[config.mk]
export PLATFORM = sky130hd
export DESIGN_NAME = can_address_claim_node_unit_flat
export DESIGN_NICKNAME = d
export VERILOG_FILES = /design/src/hdl/cacn_pkg.sv /design/src/hdl/cacn_if.sv /design/src/hdl/cacn_step.sv /design/src/hdl/can_address_claim_node_unit.sv /design/src/flat_wrapper.sv
export SDC_FILE = /design/constraint.sdc
export NUM_CORES = 1
export LEC_CHECK = 0
export ABC_AREA = 1
export BUFFER_PORTS_ARGS = -buffer_cell sky130_fd_sc_hd__buf_4
export CELL_PAD_IN_SITES_DETAIL_PLACEMENT = 2
export CELL_PAD_IN_SITES_GLOBAL_PLACEMENT = 2
export CORE_AREA = 10 10 235 237
export DETAILED_ROUTE_END_ITERATION = 7
export DIE_AREA = 0 0 245 247
export PLACE_DENSITY_LB_ADDON = 0.1
export SYNTH_ARGS = -nofsm -noshare
export SYNTH_HDL_FRONTEND = slang
export SYNTH_SLANG_ARGS = --single-unit
[constraint.sdc]
create_clock -name clk -period 6.5 [get_ports clk]
set_clock_uncertainty 0.2 [all_clocks]
set_input_delay 0.325 -clock clk [delete_from_list [all_inputs] [get_ports clk]]
set_output_delay 0.325 -clock clk [all_outputs]
set_load 0.02 [all_outputs]
[src/hdl/cacn_pkg.sv]
`default_nettype none
// ----------------------------------------------------------------------------
// cacn_pkg
// Shared types and constants of the address-claim node: item and result
// layouts, claim phases, result kinds and identifier fields.
// ----------------------------------------------------------------------------
package cacn_pkg;

	localparam int unsigned NAME_W  = 64;
	localparam int unsigned ADDR_W  = 8;
	localparam int unsigned WAIT_W  = 16;
	localparam int unsigned ID_W    = 29;
	localparam int unsigned LEN_W   = 4;
	localparam int unsigned DATA_W  = 64;
	localparam int unsigned WGRP_W  = 18;
	localparam int unsigned AGRP_W  = 24;
	localparam int unsigned RXGRP_W = 17;
	localparam int unsigned CFG_IDX_W = 2;

	localparam logic [2:0]         PRIO_DEFAULT   = 3'd6;
	localparam logic [7:0]         PF_CLAIM       = 8'hEE;
	localparam logic [7:0]         PF_REQUEST     = 8'hEA;
	localparam logic [7:0]         PS_GLOBAL      = 8'hFF;
	localparam logic [7:0]         PF_PDU2_MIN    = 8'd240;
	localparam logic [RXGRP_W-1:0] GRP_CLAIM      = 17'h0EE00;
	localparam logic [RXGRP_W-1:0] GRP_ACK        = 17'h0E800;
	localparam logic [ADDR_W-1:0]  NULL_ADDR      = 8'd254;
	localparam logic [WAIT_W-1:0]  CLAIM_WAIT_RST = 16'd250;
	localparam logic [LEN_W-1:0]   MAX_LEN        = 4'd8;
	localparam logic [LEN_W-1:0]   CLAIM_LEN      = 4'd8;
	localparam logic [LEN_W-1:0]   REQUEST_LEN    = 4'd3;
	localparam logic [7:0]         CTL_POSITIVE   = 8'd0;
	localparam logic [7:0]         CTL_NEGATIVE   = 8'd1;

	localparam logic [CFG_IDX_W-1:0] REG_DEVICE_NAME = 2'd0;
	localparam logic [CFG_IDX_W-1:0] REG_PREF_ADDR   = 2'd1;
	localparam logic [CFG_IDX_W-1:0] REG_CLAIM_WAIT  = 2'd2;

	typedef enum logic [1:0] {
		OP_TICK    = 2'd0,
		OP_FRAME   = 2'd1,
		OP_REQUEST = 2'd2,
		OP_NONE    = 2'd3
	} op_t;

	typedef enum logic [1:0] {
		PH_UNCLAIMED = 2'd0,
		PH_CLAIMING  = 2'd1,
		PH_CLAIMED   = 2'd2,
		PH_CANNOT    = 2'd3
	} phase_t;

	typedef enum logic [2:0] {
		KIND_CLAIM     = 3'd0,
		KIND_REQUEST   = 3'd1,
		KIND_FORWARD   = 3'd2,
		KIND_ACK       = 3'd3,
		KIND_HELD      = 3'd4
	} kind_t;

	typedef enum logic [1:0] {
		ACK_POSITIVE = 2'd0,
		ACK_NEGATIVE = 2'd1,
		ACK_UNKNOWN  = 2'd2
	} ack_t;

	typedef struct packed {
		logic [1:0]        op;
		logic [ID_W-1:0]   frame_id;
		logic [LEN_W-1:0]  frame_len;
		logic [DATA_W-1:0] frame_data;
		logic [WGRP_W-1:0] wanted_group;
		logic [ADDR_W-1:0] target_node;
	} item_t;

	typedef struct packed {
		kind_t             kind;
		logic [ID_W-1:0]   out_id;
		logic [LEN_W-1:0]  out_len;
		logic [DATA_W-1:0] out_data;
		ack_t              ack_code;
		logic [AGRP_W-1:0] ack_group;
		phase_t            claim_status;
		logic [ADDR_W-1:0] own_address;
		logic              last;
	} result_t;

	typedef struct packed {
		phase_t            phase;
		logic [ADDR_W-1:0] addr;
		logic [WAIT_W-1:0] wait_count;
	} node_state_t;

	typedef struct packed {
		logic [NAME_W-1:0] device_name;
		logic [ADDR_W-1:0] preferred_address;
		logic [WAIT_W-1:0] claim_wait;
	} node_cfg_t;

endpackage
`default_nettype wire

[src/hdl/cacn_if.sv]
`default_nettype none
// ----------------------------------------------------------------------------
// cacn_item_if / cacn_result_if
// Valid/ready channels that carry input items and result items.
// ----------------------------------------------------------------------------
interface cacn_item_if import cacn_pkg::*; ();
	logic              valid;
	logic              ready;
	logic [1:0]        op;
	logic [ID_W-1:0]   frame_id;
	logic [LEN_W-1:0]  frame_len;
	logic [DATA_W-1:0] frame_data;
	logic [WGRP_W-1:0] wanted_group;
	logic [ADDR_W-1:0] target_node;

	modport source (output valid, op, frame_id, frame_len, frame_data, wanted_group,
		target_node, input ready);
	modport sink (input valid, op, frame_id, frame_len, frame_data, wanted_group,
		target_node, output ready);
endinterface

interface cacn_result_if import cacn_pkg::*; ();
	logic              valid;
	logic              ready;
	logic [2:0]        kind;
	logic [ID_W-1:0]   out_id;
	logic [LEN_W-1:0]  out_len;
	logic [DATA_W-1:0] out_data;
	logic [1:0]        ack_code;
	logic [AGRP_W-1:0] ack_group;
	logic [1:0]        claim_status;
	logic [ADDR_W-1:0] own_address;
	logic              last;

	modport source (output valid, kind, out_id, out_len, out_data, ack_code, ack_group,
		claim_status, own_address, last, input ready);
	modport sink (input valid, kind, out_id, out_len, out_data, ack_code, ack_group,
		claim_status, own_address, last, output ready);
endinterface
`default_nettype wire

[src/hdl/cacn_step.sv]
`default_nettype none
// ----------------------------------------------------------------------------
// cacn_step
// Next-state and result logic for one item: claim timing, contention,
// frame classification and request building.
// ----------------------------------------------------------------------------
module cacn_step import cacn_pkg::*; (
	input  node_cfg_t   cfg,
	input  node_state_t st,
	input  item_t       item,
	output node_state_t nxt,
	output result_t     res,
	output logic        res_valid
);

	logic [7:0]         rx_pf;
	logic [RXGRP_W-1:0] rx_grp;
	logic [7:0]         ctl;

	always_comb begin
		rx_pf  = item.frame_id[23:16];
		rx_grp = item.frame_id[24:8];
		if (rx_pf < PF_PDU2_MIN) begin
			rx_grp[7:0] = 8'd0;
		end
		ctl = item.frame_data[7:0];
	end

	always_comb begin
		nxt       = st;
		res       = '0;
		res_valid = 1'b0;
		unique case (op_t'(item.op))
			OP_TICK: begin
				if (st.phase == PH_UNCLAIMED) begin
					nxt.addr       = cfg.preferred_address;
					nxt.wait_count = '0;
					nxt.phase      = PH_CLAIMING;
					res_valid      = 1'b1;
					res.kind       = KIND_CLAIM;
					res.out_id     = {PRIO_DEFAULT, 2'b00, PF_CLAIM, PS_GLOBAL,
						cfg.preferred_address};
					res.out_len    = CLAIM_LEN;
					res.out_data   = cfg.device_name;
				end else if (st.phase == PH_CLAIMING) begin
					if (st.wait_count >= cfg.claim_wait) begin
						nxt.phase = PH_CLAIMED;
					end else begin
						nxt.wait_count = st.wait_count + 1'b1;
					end
				end
			end
			OP_FRAME: begin
				if (rx_grp == GRP_CLAIM) begin
					if ((st.phase == PH_CLAIMING || st.phase == PH_CLAIMED) &&
							item.frame_id[7:0] == st.addr) begin
						if (cfg.device_name < item.frame_data) begin
							res_valid    = 1'b1;
							res.kind     = KIND_CLAIM;
							res.out_id   = {PRIO_DEFAULT, 2'b00, PF_CLAIM, PS_GLOBAL, st.addr};
							res.out_len  = CLAIM_LEN;
							res.out_data = cfg.device_name;
						end else begin
							nxt.phase = PH_CANNOT;
							nxt.addr  = NULL_ADDR;
						end
					end
				end else if (rx_grp == GRP_ACK) begin
					res_valid     = 1'b1;
					res.kind      = KIND_ACK;
					res.ack_group = item.frame_data[63:40];
					if (ctl == CTL_POSITIVE) begin
						res.ack_code = ACK_POSITIVE;
					end else if (ctl == CTL_NEGATIVE) begin
						res.ack_code = ACK_NEGATIVE;
					end else begin
						res.ack_code = ACK_UNKNOWN;
					end
				end else begin
					res_valid    = 1'b1;
					res.kind     = KIND_FORWARD;
					res.out_id   = item.frame_id;
					res.out_len  = (item.frame_len > MAX_LEN) ? MAX_LEN : item.frame_len;
					res.out_data = item.frame_data;
				end
			end
			OP_REQUEST: begin
				res_valid = 1'b1;
				if (st.phase == PH_CLAIMED) begin
					res.kind     = KIND_REQUEST;
					res.out_id   = {PRIO_DEFAULT, 2'b00, PF_REQUEST, item.target_node, st.addr};
					res.out_len  = REQUEST_LEN;
					res.out_data = {{(DATA_W-WGRP_W){1'b0}}, item.wanted_group};
				end else begin
					res.kind = KIND_HELD;
				end
			end
			default: begin
			end
		endcase
		res.claim_status = nxt.phase;
		res.own_address  = nxt.addr;
		res.last         = 1'b1;
		if (!res_valid) begin
			res = '0;
		end
	end

endmodule
`default_nettype wire

[src/hdl/can_address_claim_node_unit.sv]
`default_nettype none
// ----------------------------------------------------------------------------
// can_address_claim_node_unit
// Source-address claim node for an extended-identifier vehicle network.
// ----------------------------------------------------------------------------
// An item is registered at acceptance; its result item is registered in the result
// register when that item leaves the input register.
// Throughput: one item per cycle unless the result register stalls; each item gives at most one result item.
// The input register advances whenever the result register is free or taken.
// Reset: phase unclaimed, address 254, wait count zero, claim_wait 250,
// device_name and preferred_address zero; both channel stages empty.
// ----------------------------------------------------------------------------
module can_address_claim_node_unit import cacn_pkg::*; (
	input  wire logic                 clk,
	input  wire logic                 arst_n,
	input  wire logic                 cfg_we,
	input  wire logic [CFG_IDX_W-1:0] cfg_index,
	input  wire logic [NAME_W-1:0]    cfg_wdata,
	cacn_item_if.sink                 items,
	cacn_result_if.source             results
);

	node_cfg_t   cfg_q;
	node_state_t st_q;
	node_state_t st_nxt;
	item_t       item_s1;
	logic        valid_s1;
	result_t     res;
	logic        res_valid;
	result_t     out_q;
	logic        out_valid_q;
	logic        adv_s1;

	always_ff @(posedge clk or negedge arst_n) begin
		if (!arst_n) begin
			cfg_q.device_name       <= '0;
			cfg_q.preferred_address <= '0;
			cfg_q.claim_wait        <= CLAIM_WAIT_RST;
		end else if (cfg_we) begin
			unique case (cfg_index)
				REG_DEVICE_NAME: cfg_q.device_name       <= cfg_wdata;
				REG_PREF_ADDR:   cfg_q.preferred_address <= cfg_wdata[ADDR_W-1:0];
				REG_CLAIM_WAIT:  cfg_q.claim_wait        <= cfg_wdata[WAIT_W-1:0];
				default: begin
				end
			endcase
		end
	end

	cacn_step u_step (
		.cfg       (cfg_q),
		.st        (st_q),
		.item      (item_s1),
		.nxt       (st_nxt),
		.res       (res),
		.res_valid (res_valid)
	);

	assign adv_s1      = valid_s1 && (!res_valid || !out_valid_q || results.ready);
	assign items.ready = !valid_s1 || adv_s1;

	always_ff @(posedge clk or negedge arst_n) begin
		if (!arst_n) begin
			valid_s1 <= 1'b0;
		end else if (items.ready) begin
			valid_s1 <= items.valid;
		end
	end

	always_ff @(posedge clk) begin
		if (items.ready && items.valid) begin
			item_s1.op           <= items.op;
			item_s1.frame_id     <= items.frame_id;
			item_s1.frame_len    <= items.frame_len;
			item_s1.frame_data   <= items.frame_data;
			item_s1.wanted_group <= items.wanted_group;
			item_s1.target_node  <= items.target_node;
		end
	end

	always_ff @(posedge clk or negedge arst_n) begin
		if (!arst_n) begin
			st_q.phase      <= PH_UNCLAIMED;
			st_q.addr       <= NULL_ADDR;
			st_q.wait_count <= '0;
			out_valid_q     <= 1'b0;
		end else begin
			if (adv_s1) begin
				st_q <= st_nxt;
			end
			if (adv_s1 && res_valid) begin
				out_valid_q <= 1'b1;
			end else if (results.ready) begin
				out_valid_q <= 1'b0;
			end
		end
	end

	always_ff @(posedge clk) begin
		if (adv_s1 && res_valid) begin
			out_q <= res;
		end
	end

	assign results.valid        = out_valid_q;
	assign results.kind         = out_q.kind;
	assign results.out_id       = out_q.out_id;
	assign results.out_len      = out_q.out_len;
	assign results.out_data     = out_q.out_data;
	assign results.ack_code     = out_q.ack_code;
	assign results.ack_group    = out_q.ack_group;
	assign results.claim_status = out_q.claim_status;
	assign results.own_address  = out_q.own_address;
	assign results.last         = out_q.last;

	// A node that lost contention holds the null address for good.
	a_cannot_null: assert property (@(posedge clk) disable iff (!arst_n)
		st_q.phase == PH_CANNOT |-> st_q.addr == NULL_ADDR)
		else $error("lost node does not hold the null address");

	a_cannot_final: assert property (@(posedge clk) disable iff (!arst_n)
		st_q.phase == PH_CANNOT |=> st_q.phase == PH_CANNOT)
		else $error("lost node left its final phase");

	a_request_claimed: assert property (@(posedge clk) disable iff (!arst_n)
		out_valid_q && out_q.kind == KIND_REQUEST |-> out_q.claim_status == PH_CLAIMED)
		else $error("request sent without a claimed address");

	a_claim_status: assert property (@(posedge clk) disable iff (!arst_n)
		out_valid_q && out_q.kind == KIND_CLAIM |->
			(out_q.claim_status == PH_CLAIMING || out_q.claim_status == PH_CLAIMED))
		else $error("claim sent outside the claiming or claimed phase");

	a_no_overwrite: assert property (@(posedge clk) disable iff (!arst_n)
		out_valid_q && !results.ready |-> !(adv_s1 && res_valid))
		else $error("result register overwritten while stalled");

endmodule
`default_nettype wire

[src/flat_wrapper.sv]
// flat-port wrapper written by rule: the top's interface ports become plain ports
module can_address_claim_node_unit_flat import cacn_pkg::*;
  (clk, arst_n, cfg_we, cfg_index, cfg_wdata, items_valid, items_op, items_frame_id, items_frame_len, items_frame_data, items_wanted_group, items_target_node, items_ready, results_valid, results_kind, results_out_id, results_out_len, results_out_data, results_ack_code, results_ack_group, results_claim_status, results_own_address, results_last, results_ready);
  cacn_item_if items_i ();
  cacn_result_if results_i ();
  input  wire logic clk;
  input  wire logic arst_n;
  input  wire logic cfg_we;
  input  wire logic [CFG_IDX_W-1:0] cfg_index;
  input  wire logic [NAME_W-1:0] cfg_wdata;
  input wire logic [$bits(items_i.valid)-1:0] items_valid;
  input wire logic [$bits(items_i.op)-1:0] items_op;
  input wire logic [$bits(items_i.frame_id)-1:0] items_frame_id;
  input wire logic [$bits(items_i.frame_len)-1:0] items_frame_len;
  input wire logic [$bits(items_i.frame_data)-1:0] items_frame_data;
  input wire logic [$bits(items_i.wanted_group)-1:0] items_wanted_group;
  input wire logic [$bits(items_i.target_node)-1:0] items_target_node;
  output wire logic [$bits(items_i.ready)-1:0] items_ready;
  output wire logic [$bits(results_i.valid)-1:0] results_valid;
  output wire logic [$bits(results_i.kind)-1:0] results_kind;
  output wire logic [$bits(results_i.out_id)-1:0] results_out_id;
  output wire logic [$bits(results_i.out_len)-1:0] results_out_len;
  output wire logic [$bits(results_i.out_data)-1:0] results_out_data;
  output wire logic [$bits(results_i.ack_code)-1:0] results_ack_code;
  output wire logic [$bits(results_i.ack_group)-1:0] results_ack_group;
  output wire logic [$bits(results_i.claim_status)-1:0] results_claim_status;
  output wire logic [$bits(results_i.own_address)-1:0] results_own_address;
  output wire logic [$bits(results_i.last)-1:0] results_last;
  input wire logic [$bits(results_i.ready)-1:0] results_ready;
  assign items_i.valid = items_valid;
  assign items_i.op = items_op;
  assign items_i.frame_id = items_frame_id;
  assign items_i.frame_len = items_frame_len;
  assign items_i.frame_data = items_frame_data;
  assign items_i.wanted_group = items_wanted_group;
  assign items_i.target_node = items_target_node;
  assign items_ready = items_i.ready;
  assign results_valid = results_i.valid;
  assign results_kind = results_i.kind;
  assign results_out_id = results_i.out_id;
  assign results_out_len = results_i.out_len;
  assign results_out_data = results_i.out_data;
  assign results_ack_code = results_i.ack_code;
  assign results_ack_group = results_i.ack_group;
  assign results_claim_status = results_i.claim_status;
  assign results_own_address = results_i.own_address;
  assign results_last = results_i.last;
  assign results_i.ready = results_ready;
  can_address_claim_node_unit u_core (.clk(clk), .arst_n(arst_n), .cfg_we(cfg_we), .cfg_index(cfg_index), .cfg_wdata(cfg_wdata), .items(items_i), .results(results_i));
endmodule
== Word-level counts from Yosys, hierarchy flattened ==
Cells that the tools add are included.

* Register bits after elaboration: 378
* Input bits: 196
* Output and inout port bits: 139
* Word-level logic and storage cells: 96

* Add/subtract/negate cells: 1
* Magnitude comparators: 4
* Equality and inequality tests: 11
* Multiplexer cells: 31
* Bitwise logic cells: 3
* Reduce and logical (&&, ||, !) cells: 23

{| class="wikitable"
|+ Operators with widths
! operator !! count
|-
| 2-to-1 mux 97 bit || 5
|-
| one-hot mux 100 bit (3 select lines) || 1
|-
| 2-to-1 mux 99 bit || 1
|-
| less-than comparator 64 bit || 1
|-
| 2-to-1 mux 16 bit || 3
|-
| equality test 17 x 16 -> 1 bit (second input constant) || 2
|-
| 2-to-1 mux 10 bit || 3
|-
| one-hot mux 10 bit (2 select lines) || 1
|-
| adder 16 x 1 -> 16 bit (second input constant) || 1
|-
| >= comparator 16 bit || 1
|-
| 2-to-1 mux 8 bit || 2
|-
| equality test 8 x 1 -> 1 bit (second input constant) || 1
|-
| equality test 8 bit || 1
|-
| logical NOT 8 bit || 1
|-
| less-than comparator 8 bit (second input constant) || 1
|-
| 2-to-1 mux 1 bit || 8
|-
| 2-to-1 mux 2 bit || 4
|-
| equality test 2 x 1 -> 1 bit (second input constant) || 3
|-
| equality test 2 bit (second input constant) || 3
|-
| logical NOT 2 bit || 3
|-
| AND reduction 2 bit || 3
|-
| OR reduction 5 bit || 1
|-
| > comparator 4 bit (second input constant) || 1
|-
| logical AND 1 bit || 4
|-
| 10 further kinds || 18
|}

== Longest topological paths before layout ==
* Word-level depth: 12
* Mapped depth: 20
* Gate-level depth less buffers: 20

== Hierarchy ==
Synthesis repeated with hierarchy kept, for this count alone.

* Cells, all modules: 1785
* Area, all modules: 18041.1 µm²

{| class="wikitable"
|+ By module, submodules not included
! module !! times used !! cells an instance !! area each (µm²) !! sequential area each (µm²)
|-
| can_address_claim_node_unit || 1 || 737 || 12627.1 || 10786.6
|-
| cacn_step || 1 || 1048 || 5413.9 || 0.0
|}

== Worst setup path before layout ==
No wires, ideal clock.

* Kind: flip-flop to flip-flop
* Start point: register u_core.cfg_q[79] (netlist bit)
* End point: register u_core.out_q (netlist bit u_core.results.ack_code[0]), enable pin
* Setup time: 0.490 ns
* Data arrival time: 4.298 ns
* Required time: 5.810 ns
* Setup slack: 1.512 ns
* Stages on the path, launching flop included: 14
* Buffers on the path: 0
* Clock period less this slack: 4.988 ns
* Cell sequence: dfrtp_1 ha_1 nand4_1 nor3_1 nand2_1 nor2_1 nand2_1 nand2_1 nor2_1 nand4_2 nand3_4 nand2_4 nand3_1 inv_1

* Word-level cells in the longest chain between the ends: 10

{| class="wikitable"
|+ Ends and longest elaborated chain
! item !! RTL line !! RTL
|-
| from (decl) || can_address_claim_node_unit.sv:23 || <nowiki>node_cfg_t cfg_q;</nowiki>
|-
| less-than comparator 64 bit * || cacn_step.sv:57 || <nowiki>if (cfg.device_name < item.frame_data) begin</nowiki>
|-
| 2-to-1 mux 1 bit * || cacn_step.sv:57 ||
|-
| 2-to-1 mux 1 bit * || cacn_step.sv:55 || <nowiki>if ((st.phase == PH_CLAIMING || st.phase == PH_CLAIMED) &&</nowiki>
|-
| 2-to-1 mux 1 bit * || cacn_step.sv:54 || <nowiki>if (rx_grp == GRP_CLAIM) begin</nowiki>
|-
| one-hot mux 1 bit (3 select lines) * || cacn_step.sv:33 || <nowiki>unique case (op_t'(item.op))</nowiki>
|-
| logical NOT 1 bit || can_address_claim_node_unit.sv:59 || <nowiki>assign adv_s1 = valid_s1 && (!res_valid || !out_valid_q || results.ready);</nowiki>
|-
| logical OR 1 bit (2 in series) || can_address_claim_node_unit.sv:59 ||
|-
| logical AND 1 bit || can_address_claim_node_unit.sv:59 ||
|-
| logical AND 1 bit * || can_address_claim_node_unit.sv:100 || <nowiki>if (adv_s1 && res_valid) begin</nowiki>
|-
| to (signal assigned) || can_address_claim_node_unit.sv:101 || <nowiki>out_q <= res;</nowiki>
|-
| to (decl) || can_address_claim_node_unit.sv:30 || <nowiki>result_t out_q;</nowiki>
|}

Every way passes the cells marked *; elsewhere a longest branch is shown, timed or not.
A chain may end at the register's enable or synchronous reset.

== Worst setup path after layout ==
* Start point: register u_core.cfg_q[63] (netlist bit)
* End point: register u_core.out_q (netlist bit u_core.results.out_data[32]), enable pin

The elaborated chain is that of the path after synthesis.

==> results.cfg <==
[run_status]
status = completed

[synth]
seq_area_frac_synth = 0.615
synthDistinctLibCells = 43
synth_fp_nets = 1984
syn_inst = 1705
synth_warnings = 0
netlist_area_um2 = 17500
synth-seq-cells = 378
synth.avg_cell_area_um2 = 10.3

[worst_setup_path]
critPathTopFamily = simple AND/OR/NAND/NOR gates
cp-end-kind = flop
slowest_delay_ns = 0.73
rrSetupSlack_ns = 1.87
crit_slowest_cell = inv_6
crit_chain = ha_1, nand2_1, nor2_1, nand4_1, nor3_1, nand2_1, nand4_2, nand3_4, nand2_4, nand3_1, inv_6, buf_12
crit_type = flop to flop
cp-start-kind = flop
crit_fanout = 95
cp_common_cell = nand2_1
critPathBufInv = 2
worstPathRequired_ns = 6.54
crit_arrival_ns = 4.66

[final_layout]
drive_gt1_frac = 0.206
fin_cells = 2940
fin_nets = 2499
area_growth_pct = 37.4
fillerInstances = 5279

[clock_network]
clock_latency_ns = 0.58
cts_hold_buf = 192
cts_tree = done
post_cts_resized = 0
cts-root-buf = clkbuf_16
cts_made_buffers = 46
numClockSinks = 378
clk_path_buf_depth = 3
path_clk_slew_ns = 0.06
htreeDepth = 2
post-cts-setup-buffers = 0

[sta]
setup_viol = 0
final.setup.tns_ns = 0
rsz0062_at_grt = no
worst_slew_pin_slew_ns = 1.08
finalCriticalPeriod_ns = 4.63
worst_slew_margin_rel = 0.271
fmax_mhz = 216
worst_slack_ns = 1.87
final-max-slew-violation-count = 0
post-route-period-util = 0.712
finalHoldViolCount = 0

[floorplan]
initial_core_util = 0.346
die_h_um = 247
die_area_um2 = 60500
coreArea_um2 = 50700
fp-row-count = 83
io_pins = 335
die_w_um = 245

[global_route]
top_usage_layer = met2
grt_pass1_wl_mm = 110
antenna_found_initial = 4
grt_pass1_vias = 16900
use_met3 = 0.0386
grt_util_met2 = 0.437
track_usage = 0.240
met1_usage = 0.280
globalRouteOverflowTotal = 0
grt_max_degree = 96

[job]
drv_cap = 0

[drt]
dr_total_vias = 15100
drc = 0
dr.pass1.iters = 5
ant_nets = 0
vias_per_cell = 5.13
first_iter_violations = 755
wl_per_cell_um = 25.2
totalWireLength_mm = 74.1

[hold_path]
worst_hold_path_type = input port to async pin

[placement]
gp_congestion = 0.795
io_buffers = 334
dp_hpwl_mm = 46.6
pre_cts_ws_ns = 1.91
placed_cells = 2660

[pwr]
leakage_nw = 10.7
p_per_area_nw_per_um2 = 294
vdd_drop_max_v = 0.000228
## report_power, final
| part | leakage (nW) | total (mW) | internal [mW] | switching, mW |
|---|---|---|---|---|
| combinational | 6.07 | 1.39 | 0.521 | 0.872 |
| clock | 0.726 | 2.57 | 1.49 | 1.07 |
| sequential | 3.91 | 3.13 | 2.93 | 0.198 |
## final cells by class
| cell class | count | area, µm² | area share |
|---|---|---|---|
| Antenna cell | 4 | 10.0 | 0.000415 |
| Clock buffer | 63 | 1280 | 0.0530 |
| Clock inverter | 21 | 183 | 0.00757 |
| Inverter | 216 | 825 | 0.0342 |
| Multi-Input combinational cell | 1037 | 5630 | 0.233 |
| Sequential cell | 378 | 10800 | 0.447 |
| Tap cell | 680 | 851 | 0.0353 |
| Timing Repair Buffer | 541 | 4560 | 0.189 |
## worst paths after layout
kind                       cells past startpoint                     endpoint              startpoint
max in group asynchronous                      3             u_core.cfg_q[53]                  arst_n
setup / recovery                              12  u_core.results.out_data[32]        u_core.cfg_q[63]
hold reg to reg                                2             u_core.cfg_q[18]        u_core.cfg_q[18]
min in group clk                               2           u_core.item_s1[23]  items_wanted_group[15]
hold / removal                                 2         u_core.results.valid                  arst_n
setup reg to reg                              12  u_core.results.out_data[32]        u_core.cfg_q[63]
## through the flow
| step | hold WS (ns) | instance area [µm²] | utilization | power [mW] |
|---|---|---|---|---|
| after global placement | 0.244 | 20700 | 0.409 | 4.37 |
| final | 0.159 | 24100 | 0.476 | 7.09 |
| after CTS | 0.189 | 24100 | 0.476 | 7.11 |
| after floorplan | -0.171 | 17500 | - | 3.82 |
| after detailed placement | 0.243 | 20700 | 0.409 | 4.44 |
| after global routing | 0.230 | 24100 | 0.476 | 7.40 |
## state kept, by name, indices dropped and copies added, names as in the netlist
signal and flops:
u_core.item_s1 125, u_core.cfg_q 88, u_core.results.out_data 64, u_core.results.out_id 29, u_core.st_q 26, u_core.results.ack_group 24, u_core.results.own_address 8, u_core.results.out_len 4
u_core.results.kind 3, u_core.results.ack_code 2, u_core.results.claim_status 2, u_core.results.last 1, u_core.results.valid 1, u_core.valid_s1 1
## layout by cell type (no fill, tap or decap), types with 2 or more instances in the layout
cell           Yosys  final
nor3_2             2      2
nand3_2            1      2
bufinv_16          0      3
o31ai_1            2      2
diode_2            0      4
clkinv_1           1      4
nand3_1           49     48
inv_6              0      4
dlygate4sd3_1      0    192
clkbuf_1          49     13
nor4_4             2      2
clkinv_2           0     13
nor2_4             3      3
dfstp_2           13     13
nor3_1            13     13
xnor2_1            4      4
ha_1              83     83
o21ai_1           29     29
o22ai_1            3      3
nor2_1           127    127
o211ai_1          37     37
a21oi_1          119    119
clkbuf_8           0      2
nand3_4            3      3
nand4_1           29     29
buf_4              5    347
nor2_8             2      2
dfrtp_1          103    103
nand2_4            1      2
o21a_1             2      2
inv_2              9     10
nand2_1          306    305
o21ai_0          210    210
clkbuf_16          0     48
edfxtp_1         262    262
inv_1            205    202
## metal layers
| layer | share of wire | vias to the layer above |
|---|---|---|
| li1 | - | 6869 |
| met1 | 0.40 | 7700 |
| met2 | 0.53 | 371 |
| met3 | 0.040 | 131 |
| met4 | 0.035 | 2 |
| met5 | 0.00018 | - |
## synth_stat cells, drive strengths merged
| master | n | area (µm²) |
|---|---|---|
| a21oi | 119 | 596 |
| a22oi | 1 | 7.51 |
| buf | 25 | 148 |
| clkbuf | 49 | 184 |
| clkinv | 1 | 3.75 |
| dfrtp | 103 | 2580 |
| dfstp | 13 | 342 |
| edfxtp | 262 | 7870 |
| ha | 83 | 1040 |
| inv | 215 | 810 |
| nand2 | 308 | 1170 |
| nand3 | 53 | 308 |
| nand3b | 1 | 7.51 |
| nand4 | 30 | 194 |
| nor2 | 133 | 557 |
| nor3 | 15 | 85.1 |
| nor4 | 4 | 61.3 |
| o211ai | 38 | 290 |
| o21a | 2 | 15.0 |
| o21ai | 240 | 1210 |
| o22ai | 3 | 18.8 |
| o31ai | 2 | 15.0 |
| xnor2 | 4 | 35.0 |
| xor2 | 1 | 8.76 |
## cells by family after synthesis
kind of cell               synth area share
and+or+nand+nor                       0.136
AOI/OAI and AO/OA                     0.123
DFF                                   0.615
buffers and inverters                0.0652
adders and majority gates            0.0592
xor gates and xnor gates            0.00250
No activity file was read; power rests on OpenSTA's default activity.
